==> config.mk <==
export PLATFORM = sky130hd
export DESIGN_NAME = key_index_sorter
export DESIGN_NICKNAME = d
export VERILOG_FILES = /design/src/design/kis_pkg.sv /design/src/design/key_index_sorter.sv /design/src/design/kis_store.sv /design/src/design/kis_obuf.sv
export SDC_FILE = /design/constraint.sdc
export NUM_CORES = 2
export LEC_CHECK = 0
export BUFFER_PORTS_ARGS = -buffer_cell sky130_fd_sc_hd__buf_2
export CORE_MARGIN = 4
export CORE_UTILIZATION = 51
export CTS_CLUSTER_DIAMETER = 100
export CTS_CLUSTER_SIZE = 12
export DETAILED_ROUTE_END_ITERATION = 6
export PLACE_DENSITY = 0.78
export SLEW_MARGIN = 20
export SYNTH_ARGS = -nofsm -noshare
export SYNTH_HDL_FRONTEND = slang
export SYNTH_SLANG_ARGS = --single-unit
==> constraint.sdc <==
create_clock -name clk -period 12.8 [get_ports clk]
set_input_delay 3.2 -clock clk [delete_from_list [all_inputs] [get_ports clk]]
set_output_delay 3.2 -clock clk [all_outputs]
set_load 0.01 [all_outputs]
==> src/design/kis_pkg.sv <==
package kis_pkg;

	localparam int MAX_ITEMS_DEF = 64;
	localparam int IDX_W = 20;
	localparam int KEY_W = 32;

	typedef struct packed {
		logic [IDX_W-1:0]        idx;
		logic signed [KEY_W-1:0] key;
	} entry_t;

	typedef struct packed {
		logic [IDX_W-1:0]        idx;
		logic signed [KEY_W-1:0] key;
		logic                    last;
		logic                    ovf;
	} beat_t;

	function automatic logic key_less(input logic signed [KEY_W-1:0] a,
		input logic signed [KEY_W-1:0] b);
		return a < b;
	endfunction

endpackage

==> src/design/key_index_sorter.sv <==
// channel | handshake          | payload
// in      | in_valid, in_stall | point_index, key_value, batch_end
// out     | out_valid, out_stall | sorted_index, sorted_key, final_item, overflow
//
// Load: one beat per cycle, written straight into memory; beats past MAX_ITEMS set overflow.
// Sort: in-place insertion sort over the memory, one compare-and-move per cycle;
//   each item is read and held, then larger keys shift up one place per compare.
// Drain: one read per cycle, while the two-deep output queue has room, via the
//   read register; in_stall stays high from batch end until the drain is done.
// Reset clears fill count, overflow flag and control; the memory is not cleared.
module key_index_sorter #(
	parameter int MAX_ITEMS = kis_pkg::MAX_ITEMS_DEF
) (
	input  logic                            clk,
	input  logic                            arst_n,
	input  logic                            in_valid,
	output logic                            in_stall,
	input  logic [kis_pkg::IDX_W-1:0]       point_index,
	input  logic signed [kis_pkg::KEY_W-1:0] key_value,
	input  logic                            batch_end,
	output logic                            out_valid,
	input  logic                            out_stall,
	output logic [kis_pkg::IDX_W-1:0]       sorted_index,
	output logic signed [kis_pkg::KEY_W-1:0] sorted_key,
	output logic                            final_item,
	output logic                            overflow
);

	localparam int AW = $clog2(MAX_ITEMS);
	localparam int CW = $clog2(MAX_ITEMS + 1);

	localparam logic [2:0] ST_LOAD = 3'd0;
	localparam logic [2:0] ST_RDI  = 3'd1;
	localparam logic [2:0] ST_HOLD = 3'd2;
	localparam logic [2:0] ST_CMP  = 3'd3;
	localparam logic [2:0] ST_PUT  = 3'd4;
	localparam logic [2:0] ST_OUT  = 3'd5;

	logic [2:0]      state_q, state_n;
	logic [CW-1:0]   fill_q, fill_n;
	logic            ovf_q, ovf_n;
	logic [CW-1:0]   i_q, i_n;
	logic [CW-1:0]   j_q, j_n;
	logic [CW-1:0]   rcnt_q, rcnt_n;
	logic            pend_q, pend_last_q;
	logic            pend_n, pend_last_n;
	kis_pkg::entry_t hold_q;
	logic            hold_ld;

	logic            we, re;
	logic [AW-1:0]   waddr, raddr;
	kis_pkg::entry_t wdata, rdata;

	logic            acc, room_ok;
	logic [CW-1:0]   i_inc;
	logic [1:0]      occ;
	logic [2:0]      in_use;
	kis_pkg::beat_t  push_beat, head;

	kis_store #(.DEPTH(MAX_ITEMS), .AW(AW)) u_store (
		.clk   (clk),
		.we    (we),
		.waddr (waddr),
		.wdata (wdata),
		.re    (re),
		.raddr (raddr),
		.rdata (rdata)
	);

	assign push_beat = '{idx: rdata.idx, key: rdata.key, last: pend_last_q, ovf: ovf_q};

	kis_obuf u_obuf (
		.clk       (clk),
		.arst_n    (arst_n),
		.push      (pend_q),
		.push_beat (push_beat),
		.stall     (out_stall),
		.valid     (out_valid),
		.head      (head),
		.occ       (occ)
	);

	assign sorted_index = head.idx;
	assign sorted_key   = head.key;
	assign final_item   = head.last;
	assign overflow     = head.ovf;

	assign in_stall = (state_q != ST_LOAD);
	assign acc      = in_valid && !in_stall;
	assign i_inc    = i_q + CW'(1);

	// queue slots taken after this cycle's pop, counting the read in flight
	assign in_use  = {1'b0, occ} + {2'b00, pend_q} - {2'b00, (out_valid && !out_stall)};
	assign room_ok = (in_use < 3'd2);

	always_comb begin
		state_n     = state_q;
		fill_n      = fill_q;
		ovf_n       = ovf_q;
		i_n         = i_q;
		j_n         = j_q;
		rcnt_n      = rcnt_q;
		pend_n      = 1'b0;
		pend_last_n = 1'b0;
		hold_ld     = 1'b0;
		we          = 1'b0;
		waddr       = fill_q[AW-1:0];
		wdata       = '{idx: point_index, key: key_value};
		re          = 1'b0;
		raddr       = i_q[AW-1:0];

		case (state_q)
			ST_LOAD: begin
				if (acc) begin
					if (fill_q < CW'(MAX_ITEMS)) begin
						we     = 1'b1;
						fill_n = fill_q + CW'(1);
					end else begin
						ovf_n = 1'b1;
					end
					if (batch_end) begin
						rcnt_n = '0;
						i_n    = CW'(1);
						state_n = (fill_n <= CW'(1)) ? ST_OUT : ST_RDI;
					end
				end
			end
			ST_RDI: begin
				re      = 1'b1;
				state_n = ST_HOLD;
			end
			ST_HOLD: begin
				hold_ld = 1'b1;
				j_n     = i_q;
				re      = 1'b1;
				raddr   = AW'(i_q - CW'(1));
				state_n = ST_CMP;
			end
			ST_CMP: begin
				// write at j never meets the read at j-2 or i+1, so no forwarding
				we    = 1'b1;
				waddr = j_q[AW-1:0];
				if (kis_pkg::key_less(hold_q.key, rdata.key)) begin
					wdata = rdata;
					j_n   = j_q - CW'(1);
					if (j_q == CW'(1)) begin
						state_n = ST_PUT;
					end else begin
						re    = 1'b1;
						raddr = AW'(j_q - CW'(2));
					end
				end else begin
					wdata = hold_q;
					i_n   = i_inc;
					if (i_inc == fill_q) begin
						state_n = ST_OUT;
					end else begin
						re      = 1'b1;
						raddr   = i_inc[AW-1:0];
						state_n = ST_HOLD;
					end
				end
			end
			ST_PUT: begin
				we    = 1'b1;
				waddr = '0;
				wdata = hold_q;
				i_n   = i_inc;
				if (i_inc == fill_q) begin
					state_n = ST_OUT;
				end else begin
					re      = 1'b1;
					raddr   = i_inc[AW-1:0];
					state_n = ST_HOLD;
				end
			end
			ST_OUT: begin
				if (rcnt_q != fill_q) begin
					if (room_ok) begin
						re          = 1'b1;
						raddr       = rcnt_q[AW-1:0];
						rcnt_n      = rcnt_q + CW'(1);
						pend_n      = 1'b1;
						pend_last_n = ((rcnt_q + CW'(1)) == fill_q);
					end
				end else if (!pend_q && !out_valid) begin
					fill_n  = '0;
					ovf_n   = 1'b0;
					state_n = ST_LOAD;
				end
			end
			default: begin
				state_n = ST_LOAD;
			end
		endcase
	end

	always_ff @(posedge clk or negedge arst_n) begin
		if (!arst_n) begin
			state_q     <= ST_LOAD;
			fill_q      <= '0;
			ovf_q       <= 1'b0;
			i_q         <= '0;
			j_q         <= '0;
			rcnt_q      <= '0;
			pend_q      <= 1'b0;
			pend_last_q <= 1'b0;
		end else begin
			state_q     <= state_n;
			fill_q      <= fill_n;
			ovf_q       <= ovf_n;
			i_q         <= i_n;
			j_q         <= j_n;
			rcnt_q      <= rcnt_n;
			pend_q      <= pend_n;
			pend_last_q <= pend_last_n;
		end
	end

	always_ff @(posedge clk) begin
		if (hold_ld) begin
			hold_q <= rdata;
		end
	end

endmodule

==> src/design/kis_store.sv <==
module kis_store #(
	parameter int DEPTH = kis_pkg::MAX_ITEMS_DEF,
	parameter int AW    = $clog2(DEPTH)
) (
	input  logic            clk,
	input  logic            we,
	input  logic [AW-1:0]   waddr,
	input  kis_pkg::entry_t wdata,
	input  logic            re,
	input  logic [AW-1:0]   raddr,
	output kis_pkg::entry_t rdata
);

	kis_pkg::entry_t mem [DEPTH];
	kis_pkg::entry_t rdata_q;

	always_ff @(posedge clk) begin
		if (we) begin
			mem[waddr] <= wdata;
		end
		if (re) begin
			rdata_q <= mem[raddr];
		end
	end

	assign rdata = rdata_q;

endmodule

==> src/design/kis_obuf.sv <==
module kis_obuf (
	input  logic           clk,
	input  logic           arst_n,
	input  logic           push,
	input  kis_pkg::beat_t push_beat,
	input  logic           stall,
	output logic           valid,
	output kis_pkg::beat_t head,
	output logic [1:0]     occ
);

	logic [1:0]     occ_q;
	kis_pkg::beat_t head_q;
	kis_pkg::beat_t skid_q;
	logic           pop;

	assign pop   = (occ_q != 2'd0) && !stall;
	assign valid = (occ_q != 2'd0);
	assign head  = head_q;
	assign occ   = occ_q;

	always_ff @(posedge clk or negedge arst_n) begin
		if (!arst_n) begin
			occ_q <= 2'd0;
		end else begin
			case ({push, pop})
				2'b10:   occ_q <= occ_q + 2'd1;
				2'b01:   occ_q <= occ_q - 2'd1;
				default: occ_q <= occ_q;
			endcase
		end
	end

	// two-deep queue: head is the visible beat, skid catches the read in flight
	always_ff @(posedge clk) begin
		case ({push, pop})
			2'b11: begin
				if (occ_q == 2'd2) begin
					head_q <= skid_q;
					skid_q <= push_beat;
				end else begin
					head_q <= push_beat;
				end
			end
			2'b10: begin
				if (occ_q == 2'd0) begin
					head_q <= push_beat;
				end else begin
					skid_q <= push_beat;
				end
			end
			2'b01: begin
				head_q <= skid_q;
			end
			default: begin
				head_q <= head_q;
			end
		endcase
	end

endmodule

==> results.toml <==
[routing]
avgRoutedWirePerCell_um = 39.2
firstDrtPassIters = 7
antenna_violating_nets_post_route = 0
remaining_drcs = 18
route.final.wire_length_um = 408000
drt_iter0_markers = 14900
viasPerCell = 7.17
vias = 74700

[cts]
htree_levels = 5
cts.hold.buffers_added = 0
postCtsSetupBuffers = 0
post_cts.resized_instances = 0
tritoncts_clock_tree = "yes"
clock_tree.root_cell = "clkbuf_16"
clock_tree.buffer_depth = 4
cts.sink_count = 3576
clock_insertion_delay_worst_skew_ns = 0.99
numCtsBuffers = 348
clk_pin_slew_worst_paths_ns = 0.06

[layout]
utilization_pct = 56.7
layout.nets = 6895
area_growth_syn_to_layout_pct = 10.7
post_route_cells_drive_above_1_share_pct = 26.5
layout_cell_area_excl_fill_um2 = 153000
final_cell_mix = "edfxtp_1, mux4_2, clkbuf_16"
mostFrequentLayoutCell = "edfxtp_1"

[run_status]
run_status = "finished, violations left"
failed_checks = "DRC"

[global_route]
gr-total-overflow = 0
antenna_found_initial = 9
grt.total_usage_pct = 28.9
first_global_vias = 73700
grt_pass1_wl_um = 568000
grt_max_degree = 123

[min_path]
hold_path.class = "flop to flop"

[pwr]
vdd.ir_drop.worst_v = 0.000379
report.power.total_uw = 46200
pleak_uw = 0.0484
p_per_area_nw_per_um2 = 301

[sta]
finalSetupTns_ns = 0
final.min_clock_period_ns = 8.79
period_share_pct = 68.7
final_max_slew_viol_count = 0
hold_violations = 0
report.final.setup_viol = 0
worst_slew_margin_rel_pct = 16.7
setup_repair_after_global_routing_missed_its_margin = "false"
tightest_slew_ns = 1.25
fin_worst_skew_ns = 0.0865
clock.fmax_mhz = 114

[synthesis]
asyncSetResetFlopFracSynth_pct = 1.01
synth_fp_nets = 6550
synth_edf_count = 3540
netlist_instances = 6449
yosys.cell_types.count = 80
dominantRegCellSynth = "edfxtp_1"
synthesis.area_per_instance_um2 = 21.5
post_synth_instance_area_um2 = 139000
yosysWarningCount = 0
yosys_register_bits = 3576
synth_sequential_area_ratio_pct = 77.3

[floorplanning]
initial_utilization_pct = 51.2
core_area_um2 = 271000
die-area_um2 = 280000
floorplan.die.width_um = 530
vertical_die_dimension_um = 530
fp-row-count = 191
boundaryPins = 113

[setup_path]
timing.critical_path.required_ns = 13.57
critical_path_class = "primary input to flop"
regToRegSetupSlack_ns = 4.97
crit_fanout = 55
worstSetupEndpointType = "flop"
setup.worst_path.start_class = "primary input"
critPathArrivalTime_ns = 9.56

[placed_design]
place_area_um2 = 144000
buffer_ports.inserted = 112
dpl.hpwl_um = 202000
finalWeightedCongestion = 0.883

[flow_run]
cap_viol_max_count = 0
==> per-stage QoR <==
step           worst slack (ns)  hold WS, ns  std cells
5_1_grt                    3.85        0.533      10400
3_5_place_dp               3.24        0.492      10000
6_report                   4.01        0.507      10400
3_3_place_gp               3.24        0.487      10000
4_1_cts                    4.21        0.509      10400
2_1_floorplan              4.34        0.448       6449
==> registers in the layout (all words and copies together) (netlist names), 2 cells and up <==
name and count:
fill_q 7, hold_q 52, i_q 7, j_q 7, rcnt_q 7, state_q 3, u_obuf.head 54, u_obuf.occ 2
u_obuf.skid_q 54, u_store.mem 3328, u_store.rdata 52
==> final cells by class <==
class	instances	area (um^2)
Clock inverter	7	73.8
Multi-Input combinational cell	2406	29800
Timing Repair Buffer	360	2570
Tap cell	3570	4470
Sequential cell	3576	107000
Clock buffer	378	8970
Fill cell	18400	117000
Antenna cell	16	40.0
Inverter	102	383
==> worst max-delay path, stage by stage <==
cell      delay (ns)
buf_2           0.11
nor2_1          0.27
ha_1            0.30
nor2_1          0.13
fa_1            0.44
nand2b_1        0.21
a21oi_2         0.28
nand2_2         0.17
inv_2           0.20
nand2_1         0.09
o211ai_1        0.18
nor3_1          0.10
a31oi_1         0.32
or3_4           0.89
buf_4           0.65
buf_4           0.71
mux4_2          0.36
o22ai_1         0.09
or3_1           0.52
nor4_2          0.18
==> per-layer routing <==
| layer | share of wire (%) | vias up | routed length (um) | track usage, % |
|---|---|---|---|---|
| met1 | 31 | 38200 | 128000 | 36.8 |
| met5 | 0.0029 | - | 12 | 0.0513 |
| met3 | 16 | 1532 | 66100 | 10.2 |
| met4 | 6.9 | 2 | 28100 | 16.1 |
| met2 | 46 | 7459 | 186000 | 43.5 |
| li1 | - | 27600 | - | - |
==> final timing paths <==
check / startpoint / endpoint / cells past startpoint
max: out_stall / u_store.rdata[22] / 20
min: pend_last_q / u_obuf.skid_q[1] / 0
max reg2reg: u_store.rdata[31] / u_store.rdata[22] / 15
min reg2reg: pend_last_q / u_obuf.skid_q[1] / 0
max in group asynchronous: arst_n / rcnt_q[3] / 1
min in group asynchronous: arst_n / u_obuf.occ[0] / 1
==> Yosys cell counts, types with 36 or more instances <==
library cell  number  share of area [%]
a21oi_1          200               0.72
a222oi_1          51               0.37
o21ai_0           43               0.16
nor4_2            52               0.47
mux2_2           106               0.86
edfxtp_1        3540                 77
dfrtp_1           36               0.65
buf_2            140               0.51
o22ai_1          159               0.72
a22o_1            86               0.54
o2bb2ai_1         51               0.32
clkbuf_1         121               0.33
buf_4             62               0.34
ha_1              43               0.39
nor2_1           178               0.48
nand2_1          282               0.76
inv_1            100               0.27
mux4_2           830                 13
or3_1             58               0.26
==> kinds of logic after synthesis <==
group,count (synthesis),synth area share [%]
AOI/OAI and AO/OA,706,3.51
xor gates and xnor gates,33,0.208
adders and majority gates,44,0.402
buffers and inverters,467,1.70
DFF,3576,77.3
muxes,948,14.4
and+or+nand+nor,675,2.47
==> power by group <==
group	internal [uW]	total [uW]	switching, uW
logic	8300	20700	12400
clock network	4890	8910	4020
registers	16100	16600	588
total	29300	46200	17000
Power figures use the tool's default switching activity.
